**config.mk**
```make
export PLATFORM = sky130hd
export DESIGN_NAME = unique_value_set_table
export DESIGN_NICKNAME = d
export VERILOG_FILES = /design/src/rtl/core/uvst_pkg.sv /design/src/rtl/core/uvst_mem.sv /design/src/rtl/core/uvst_seq.sv /design/src/rtl/core/unique_value_set_table.sv
export SDC_FILE = /design/constraint.sdc
export NUM_CORES = 2
export LEC_CHECK = 0
export BUFFER_PORTS_ARGS = -buffer_cell sky130_fd_sc_hd__buf_2
export CORE_MARGIN = 5
export CORE_UTILIZATION = 35
export CTS_BUF_LIST = sky130_fd_sc_hd__clkbuf_16
export CTS_CLUSTER_DIAMETER = 30
export DETAILED_ROUTE_END_ITERATION = 6
export GPL_ROUTABILITY_DRIVEN = 0
export GPL_TIMING_DRIVEN = 0
export PLACE_DENSITY = 0.46
export SLEW_MARGIN = 20
export SYNTH_ARGS = -nofsm -noshare
export SYNTH_HDL_FRONTEND = slang
export SYNTH_SLANG_ARGS = --single-unit
export TNS_END_PERCENT = 100
```
**constraint.sdc**
```tcl
create_clock -name clk -period 13.28 [get_ports clk]
set_input_delay 3.984 -clock clk [delete_from_list [all_inputs] [get_ports clk]]
set_output_delay 3.984 -clock clk [all_outputs]
set_load 0.005 [all_outputs]
```
**src/rtl/core/uvst_pkg.sv**
```systemverilog
// ----------------------------------------------------------------------------
// uvst_pkg: shared types and constants of the unique value set table
// Request codes, result status codes, sequencer states and the result word
// passed from the sequencer to the output register.
// ----------------------------------------------------------------------------
package uvst_pkg;

	localparam int CAPACITY_DEF = 64;

	localparam int VALUE_W = 31;
	localparam int KIND_W = 2;
	localparam int STATUS_W = 3;
	localparam int POS_W = 6;
	localparam int COUNT_W = 7;

	localparam logic [KIND_W-1:0] REQ_SEARCH = 2'd0;
	localparam logic [KIND_W-1:0] REQ_INSERT = 2'd1;
	localparam logic [KIND_W-1:0] REQ_DELETE = 2'd2;

	typedef enum logic [STATUS_W-1:0] {
		ST_OK        = 3'd0,
		ST_NOT_FOUND = 3'd1,
		ST_EMPTY     = 3'd2,
		ST_DUPLICATE = 3'd3,
		ST_FULL      = 3'd4
	} status_t;

	typedef enum logic [2:0] {
		S_IDLE,
		S_SCAN,
		S_APPEND,
		S_SHIFT,
		S_DONE
	} state_t;

	typedef struct packed {
		status_t             status;
		logic [POS_W-1:0]    position;
		logic [COUNT_W-1:0]  entry_count;
	} res_t;

endpackage

```
**src/rtl/core/uvst_mem.sv**
```systemverilog
// ----------------------------------------------------------------------------
// uvst_mem: entry storage
// One write port and one read port with registered read data.
// ----------------------------------------------------------------------------
module uvst_mem #(
	parameter int DEPTH = uvst_pkg::CAPACITY_DEF,
	parameter int IDX_W = $clog2(DEPTH)
) (
	input  logic                         clk,
	input  logic                         we,
	input  logic [IDX_W-1:0]             waddr,
	input  logic [uvst_pkg::VALUE_W-1:0] wdata,
	input  logic [IDX_W-1:0]             raddr,
	output logic [uvst_pkg::VALUE_W-1:0] rdata
);

	logic [uvst_pkg::VALUE_W-1:0] mem_q [DEPTH];

	always_ff @(posedge clk) begin
		if (we) begin
			mem_q[waddr] <= wdata;
		end
	end

	always_ff @(posedge clk) begin
		rdata <= mem_q[raddr];
	end

endmodule

```
**src/rtl/core/uvst_seq.sv**
```systemverilog
// ----------------------------------------------------------------------------
// uvst_seq: request sequencer
// Walks the entry memory one position a cycle with a single comparator,
// appends new values and closes the gap left by a delete.
// ----------------------------------------------------------------------------
module uvst_seq #(
	parameter int CAPACITY = uvst_pkg::CAPACITY_DEF,
	parameter int IDX_W = $clog2(CAPACITY),
	parameter int CNT_W = $clog2(CAPACITY + 1)
) (
	input  logic                         clk,
	input  logic                         arst_n,
	input  logic                         req_valid,
	output logic                         req_stall,
	input  logic [uvst_pkg::KIND_W-1:0]  req_type,
	input  logic [uvst_pkg::VALUE_W-1:0] value,
	output logic                         res_valid,
	input  logic                         res_take,
	output uvst_pkg::res_t               res,
	output logic                         mem_we,
	output logic [IDX_W-1:0]             mem_waddr,
	output logic [uvst_pkg::VALUE_W-1:0] mem_wdata,
	output logic [IDX_W-1:0]             mem_raddr,
	input  logic [uvst_pkg::VALUE_W-1:0] mem_rdata
);

	uvst_pkg::state_t state_q, state_d;
	logic [CNT_W-1:0] count_q, count_d;
	logic [CNT_W-1:0] idx_q, idx_d;
	logic cmp_vld_q, cmp_vld_d;
	logic [IDX_W-1:0] cmp_idx_q, cmp_idx_d;
	logic [uvst_pkg::KIND_W-1:0] kind_q, kind_d;
	logic [uvst_pkg::VALUE_W-1:0] val_q, val_d;
	uvst_pkg::status_t status_q, status_d;
	logic [IDX_W-1:0] pos_q, pos_d;
	logic hit;

	always_ff @(posedge clk or negedge arst_n) begin
		if (!arst_n) begin
			state_q <= uvst_pkg::S_IDLE;
			count_q <= '0;
			cmp_vld_q <= 1'b0;
		end else begin
			state_q <= state_d;
			count_q <= count_d;
			cmp_vld_q <= cmp_vld_d;
		end
	end

	always_ff @(posedge clk) begin
		idx_q <= idx_d;
		cmp_idx_q <= cmp_idx_d;
		kind_q <= kind_d;
		val_q <= val_d;
		status_q <= status_d;
		pos_q <= pos_d;
	end

	// The word read last cycle is compared against the request value.
	assign hit = cmp_vld_q && (mem_rdata == val_q);

	assign req_stall = (state_q != uvst_pkg::S_IDLE);
	assign res_valid = (state_q == uvst_pkg::S_DONE);
	assign res.status = status_q;
	assign res.position = uvst_pkg::POS_W'(pos_q);
	assign res.entry_count = uvst_pkg::COUNT_W'(count_q);

	always_comb begin
		state_d = state_q;
		count_d = count_q;
		idx_d = idx_q;
		cmp_vld_d = cmp_vld_q;
		cmp_idx_d = cmp_idx_q;
		kind_d = kind_q;
		val_d = val_q;
		status_d = status_q;
		pos_d = pos_q;
		mem_we = 1'b0;
		mem_waddr = cmp_idx_q;
		mem_wdata = mem_rdata;
		mem_raddr = idx_q[IDX_W-1:0];

		unique case (state_q)
			uvst_pkg::S_IDLE: begin
				if (req_valid) begin
					kind_d = req_type;
					val_d = value;
					idx_d = '0;
					cmp_vld_d = 1'b0;
					pos_d = '0;
					case (req_type) inside
						uvst_pkg::REQ_SEARCH, uvst_pkg::REQ_DELETE: begin
							if (count_q == '0) begin
								status_d = uvst_pkg::ST_EMPTY;
								state_d = uvst_pkg::S_DONE;
							end else begin
								state_d = uvst_pkg::S_SCAN;
							end
						end
						uvst_pkg::REQ_INSERT: begin
							if (count_q == '0) begin
								state_d = uvst_pkg::S_APPEND;
							end else begin
								state_d = uvst_pkg::S_SCAN;
							end
						end
						default: begin
							status_d = uvst_pkg::ST_NOT_FOUND;
							state_d = uvst_pkg::S_DONE;
						end
					endcase
				end
			end

			uvst_pkg::S_SCAN: begin
				// Issue the next read while the previous word is compared.
				if (idx_q < count_q) begin
					idx_d = idx_q + CNT_W'(1);
					cmp_vld_d = 1'b1;
					cmp_idx_d = idx_q[IDX_W-1:0];
				end else begin
					cmp_vld_d = 1'b0;
				end

				if (hit) begin
					case (kind_q)
						uvst_pkg::REQ_SEARCH: begin
							status_d = uvst_pkg::ST_OK;
							pos_d = cmp_idx_q;
							state_d = uvst_pkg::S_DONE;
						end
						uvst_pkg::REQ_INSERT: begin
							status_d = uvst_pkg::ST_DUPLICATE;
							state_d = uvst_pkg::S_DONE;
						end
						default: begin
							pos_d = cmp_idx_q;
							idx_d = CNT_W'(cmp_idx_q) + CNT_W'(1);
							cmp_vld_d = 1'b0;
							state_d = uvst_pkg::S_SHIFT;
						end
					endcase
				end else if (!cmp_vld_q && (idx_q == count_q)) begin
					if (kind_q == uvst_pkg::REQ_INSERT) begin
						if (count_q == CNT_W'(CAPACITY)) begin
							status_d = uvst_pkg::ST_FULL;
							state_d = uvst_pkg::S_DONE;
						end else begin
							state_d = uvst_pkg::S_APPEND;
						end
					end else begin
						status_d = uvst_pkg::ST_NOT_FOUND;
						state_d = uvst_pkg::S_DONE;
					end
				end
			end

			uvst_pkg::S_APPEND: begin
				mem_we = 1'b1;
				mem_waddr = count_q[IDX_W-1:0];
				mem_wdata = val_q;
				pos_d = count_q[IDX_W-1:0];
				count_d = count_q + CNT_W'(1);
				status_d = uvst_pkg::ST_OK;
				state_d = uvst_pkg::S_DONE;
			end

			uvst_pkg::S_SHIFT: begin
				// Each word read one cycle is written one position lower the next.
				mem_we = cmp_vld_q;
				if (idx_q < count_q) begin
					idx_d = idx_q + CNT_W'(1);
					cmp_vld_d = 1'b1;
					cmp_idx_d = idx_q[IDX_W-1:0] - IDX_W'(1);
				end else begin
					cmp_vld_d = 1'b0;
					if (!cmp_vld_q) begin
						count_d = count_q - CNT_W'(1);
						status_d = uvst_pkg::ST_OK;
						state_d = uvst_pkg::S_DONE;
					end
				end
			end

			uvst_pkg::S_DONE: begin
				if (res_take) begin
					state_d = uvst_pkg::S_IDLE;
				end
			end

			default: begin
				state_d = uvst_pkg::S_IDLE;
			end
		endcase
	end

endmodule

```
**src/rtl/core/unique_value_set_table.sv**
```systemverilog
// ----------------------------------------------------------------------------
// unique_value_set_table: table of distinct 31-bit values
// Search, insert and delete requests over a compact table of values.
// ----------------------------------------------------------------------------
// A request word (req_type, value) is taken when req_valid is high and
// req_stall is low. req_type 0 searches, 1 inserts, 2 deletes. Each request
// gives one result word (status, position, entry_count) on the rsp channel,
// taken when rsp_valid is high and rsp_stall is low.
// The entries live in a memory with one read and one write port, and one
// sequencer walks it one position per cycle, so the memory port sets the
// rate. A search or a delete scans the stored entries until a match or the
// end; an insert scans for a duplicate and then appends if there is room,
// and a delete that matches then shifts the later entries down. A request on
// an empty table or with an unused code skips the scan, as does an insert
// into an empty table. The result word enters the output register at the
// same edge at which the input becomes free again.
// req_stall is high from acceptance until the result moves into the output
// register. A stalled result holds in the output register while the next
// request is already taken and worked on. Reset empties the table at once;
// no clearing pass is needed since only stored positions are ever read.
// ----------------------------------------------------------------------------
module unique_value_set_table #(
	parameter int CAPACITY = uvst_pkg::CAPACITY_DEF
) (
	input  logic                           clk,
	input  logic                           arst_n,
	input  logic                           req_valid,
	output logic                           req_stall,
	input  logic [uvst_pkg::KIND_W-1:0]    req_type,
	input  logic [uvst_pkg::VALUE_W-1:0]   value,
	output logic                           rsp_valid,
	input  logic                           rsp_stall,
	output logic [uvst_pkg::STATUS_W-1:0]  status,
	output logic [uvst_pkg::POS_W-1:0]     position,
	output logic [uvst_pkg::COUNT_W-1:0]   entry_count
);

	localparam int IDX_W = (CAPACITY > 1) ? $clog2(CAPACITY) : 1;
	localparam int CNT_W = $clog2(CAPACITY + 1);

	logic                         mem_we;
	logic [IDX_W-1:0]             mem_waddr;
	logic [uvst_pkg::VALUE_W-1:0] mem_wdata;
	logic [IDX_W-1:0]             mem_raddr;
	logic [uvst_pkg::VALUE_W-1:0] mem_rdata;

	logic           res_valid;
	logic           res_take;
	uvst_pkg::res_t res;

	logic           rsp_vld_q;
	uvst_pkg::res_t rsp_q;

	uvst_mem #(
		.DEPTH (CAPACITY),
		.IDX_W (IDX_W)
	) u_mem (
		.clk   (clk),
		.we    (mem_we),
		.waddr (mem_waddr),
		.wdata (mem_wdata),
		.raddr (mem_raddr),
		.rdata (mem_rdata)
	);

	uvst_seq #(
		.CAPACITY (CAPACITY),
		.IDX_W    (IDX_W),
		.CNT_W    (CNT_W)
	) u_seq (
		.clk       (clk),
		.arst_n    (arst_n),
		.req_valid (req_valid),
		.req_stall (req_stall),
		.req_type  (req_type),
		.value     (value),
		.res_valid (res_valid),
		.res_take  (res_take),
		.res       (res),
		.mem_we    (mem_we),
		.mem_waddr (mem_waddr),
		.mem_wdata (mem_wdata),
		.mem_raddr (mem_raddr),
		.mem_rdata (mem_rdata)
	);

	// The output register takes a new word when it is empty or being drained.
	assign res_take = res_valid && (!rsp_vld_q || !rsp_stall);

	always_ff @(posedge clk or negedge arst_n) begin
		if (!arst_n) begin
			rsp_vld_q <= 1'b0;
		end else if (res_take) begin
			rsp_vld_q <= 1'b1;
		end else if (!rsp_stall) begin
			rsp_vld_q <= 1'b0;
		end
	end

	always_ff @(posedge clk) begin
		if (res_take) begin
			rsp_q <= res;
		end
	end

	assign rsp_valid = rsp_vld_q;
	assign status = rsp_q.status;
	assign position = rsp_q.position;
	assign entry_count = rsp_q.entry_count;

endmodule

```
==> impl_results.md <==
- Status: finished, final reports clean
- Psw: 8220 uW
- TritonCTS buffer count: 478
- FF+latch count, synth: 2098
- Sum of negative setup slack: 0 ns
- Final Critical Period: 6.19 ns
- CTS H-tree lvls: 5
- Worst-Margin Slew: 1.26 ns
- First-pass GRT wire length: 329000 um
- Vias in the first global route: 41300
- Post-Syn Area: 0.0806 mm^2
- Root Buffer: clkbuf_16
- Synth Flop Type: edfxtp_1
- Hold endpoint: status[2]
- R2r startpoint: u_seq.idx_q[1]
- Layout cell share with drive strength beyond 1: 38.8%
- Commonest non-fill, non-tap cell in the layout: edfxtp_1
- Clock latency on the worst-skew pair: 0.99 ns
- Critical path buffers and inverters: 3
- Clock Sinks: 2098
- Syn Nets: 3428
- Ports: 55
- Setup Crit Path Kind: reg -> out
- Initial Util: 35.1%
- Remaining antenna violation count: 0
- Post-Syn Instances: 3372
- Hold crit path type: reg -> reg
- Chip Height: 490 um
- Maximum vdd drop: 175 uV
- Antenna violations before repair: 14
- Clock power share: 42.5%
- PD cells: 260 mW/mm^2
- Synthesized area per cell: 23.9 um^2
- Worst relative slew slack: 15.4%
- Grt ovf: 0
- Fillcell total: 19100
- Final hold vios: 0
- Worst Setup End Kind: output port
- HPWL Detailed: 159000 um
- Hold path depth: 0
- Buffers on Ports: 54
- Die area: 0.240 mm^2
- Ys async rst share: 0.572%
- Synth warn: 0
- Worst-path cell chain: clkbuf_1 > nor3_1 > inv_1 > buf_2
- Worst R2R End: u_mem.rdata[10]
- CTS tree: done
- Layout Nets: 4101
- Remaining DRCs: 0
- Net Sw Frac: 30.2%
- Critical Path AT: 2.20 ns
- Hold Startpoint: u_seq.status_q[2]
- Clk buf depth: 4
- Area growth from synthesis to final layout: 29.8%
- Comb pwr share: 25.3%
- CP Launch Type: flip-flop
- Iter 0 DRT Violations: 4243
- Cell class contributing the biggest share of worst-path delay: buffers and inverters
- Crit-path max FO: 10
- Clock Skews: 0.0701 ns
- Post-CTS Setup Repair Bufs: 0
- RSZ-0062 raised after global routing: false
- First-pass DRT Iterations: 5
- MaxCap Viol Count: 0
- R2r setup slk: 8.21 ns
- Slew Limit Fails: 0
- Num rows: 176
- Die width: 490 um
- CTS clk-pin slew, worst paths: 0.05 ns
- Leakage: 0.0341 uW
- Internal: 19000 uW
- Worst stage delay on the critical path: 0.39 ns
- EDFF count, synth: 2055
- Worst R2R Path Depth: 7
- Final period util: 46.6%
- Hold slack: 0.419 ns
- Synth unique cells: 52
- Critical path's slowest cell: dfrtp_1
- CP Depth: 4
- Vias per cell: 5.30
- Final setup fails: 0
- Total number of vias: 39600
- Largest net degree at the start of global routing: 65
- CTS Hold Bufs: 0
- Gr usage total: 19.9%
- CP required: 9.30 ns
- Maximum operating frequency: 162 MHz
- Commonest non-fill, non-tap cells in the layout: edfxtp_1, mux4_2, clkbuf_16
- # resized after CTS: 0
- CORE AREA: 0.230 mm^2
- Post-synthesis sequential area ratio: 77.7%
- Flop pwr share: 32.2%
- Detailed-route wire length: 238000 um
- Post-DR wirelength/cell: 31.9 um
## state kept, by name, summed over array words and instances (netlist names), 6 cells and up
register,cells
u_mem.mem_q,1984
position,6
u_seq.val_q,31
u_mem.rdata,31
entry_count,7
u_seq.pos_q,6
u_seq.cmp_idx_q,6
u_seq.idx_q,7
u_seq.count_q,7
## cell families (layout without fill, tap and decap cells)
family	after synthesis	in the layout	synth area share, %
flip-flops	2098	2098	77.7
buffers and inverters	193	1257	1.20
AND/OR/NAND/NOR	219	219	1.24
adder cells (fa/ha/maj)	19	19	0.304
AO/OA/AOI/OAI	133	133	1.14
multiplexers	659	659	17.9
other	0	8	0
XOR/XNOR	51	51	0.554
## per-stage QoR
stage / setup slack (ns) / cell area (um^2) / power, uW / utilization (%) / instances
global placement: 4.95 / 84700 / 15600 / 36.9 / 6452
detailed placement: 7.67 / 88500 / 15800 / 38.5 / 6591
global route: 6.93 / 105000 / 28100 / 45.5 / 7463
floorplan: 8.06 / 80600 / 12600 / - / 3372
CTS: 7.02 / 105000 / 27500 / 45.5 / 7462
finish: 7.09 / 105000 / 27200 / 45.5 / 7470
## worst reg2reg max path, stage by stage, from the launching register on
cell and delay (ns):
edfxtp_1 0.46, clkbuf_1 0.83, clkbuf_1 0.78, clkbuf_1 0.80
mux4_2 0.43, mux4_2 0.55, a22oi_1 0.95, nand2_1 0.12
## area by class of cell
class | instances | area (um^2) | area share (%)
Antenna cell | 8 | 20.0 | 0.0191
Buffer | 170 | 900 | 0.860
Clock buffer | 485 | 12100 | 11.6
Clock inverter | 386 | 3940 | 3.77
Inverter | 23 | 86.3 | 0.0825
Multi-Input combinational cell | 1081 | 17600 | 16.8
Sequential cell | 2098 | 62600 | 59.9
Tap cell | 3026 | 3790 | 3.62
Timing Repair Buffer | 193 | 3490 | 3.33
## cell usage after synthesis, types with 3 or more instances
cell type | n | area share (%)
buf_6 | 21 | 0.29
nor3_1 | 7 | 0.043
a22oi_1 | 62 | 0.58
a211oi_1 | 3 | 0.028
a22o_1 | 6 | 0.065
nor4_1 | 6 | 0.047
o22ai_1 | 7 | 0.054
buf_2 | 29 | 0.18
mux2_2 | 33 | 0.46
ha_1 | 18 | 0.28
buf_1 | 11 | 0.051
nor2b_1 | 5 | 0.039
nand3_1 | 22 | 0.14
mux4_2 | 620 | 17
o31ai_1 | 4 | 0.037
nor2_1 | 79 | 0.37
xor2_1 | 26 | 0.28
edfxtp_1 | 2055 | 77
buf_4 | 12 | 0.11
a21oi_1 | 14 | 0.087
dfrtp_1 | 12 | 0.37
nand2_1 | 68 | 0.32
mux2i_1 | 6 | 0.075
nand2b_1 | 6 | 0.047
o21ai_0 | 21 | 0.13
dfxtp_1 | 31 | 0.77
nand4_1 | 9 | 0.070
clkbuf_1 | 97 | 0.45
xnor2_1 | 25 | 0.27
inv_1 | 23 | 0.11
a21o_1 | 5 | 0.047
## power groups by stage
stage	clock (uW)	sequential, uW	combinational, uW
after detailed placement	0	8850	6990
after CTS	11700	8740	7000
final	11500	8740	6890
after global placement	0	8910	6650
after global routing	12100	8740	7220
after floorplan	0	8750	3830
## per-layer routing
layer / global-route usage, % / part of all wire (%) / up-vias
li1: - / - / 16100
met1: 26.3 / 41 / 21500
met2: 31.6 / 48 / 1548
met3: 5.17 / 7.3 / 427
met4: 7.88 / 4.0 / 2
met5: 0.584 / 0.081 / -
## worst max-delay path by stage
| stage | startpoint | slack (ns) | endpoint |
|---|---|---|---|
| finish | u_seq.state_q[1] | 7.09 | req_stall |
| global route | u_seq.state_q[1] | 6.93 | req_stall |
| CTS | u_seq.state_q[1] | 7.02 | req_stall |
| detailed placement | req_type[0] | 7.67 | u_seq.status_q[1] |
| global placement | u_seq.state_q[2] | 4.95 | u_mem.mem_q[42][18] |
| floorplan | rsp_stall | 8.06 | entry_count[0] |
Power figures use the tool's default switching activity.
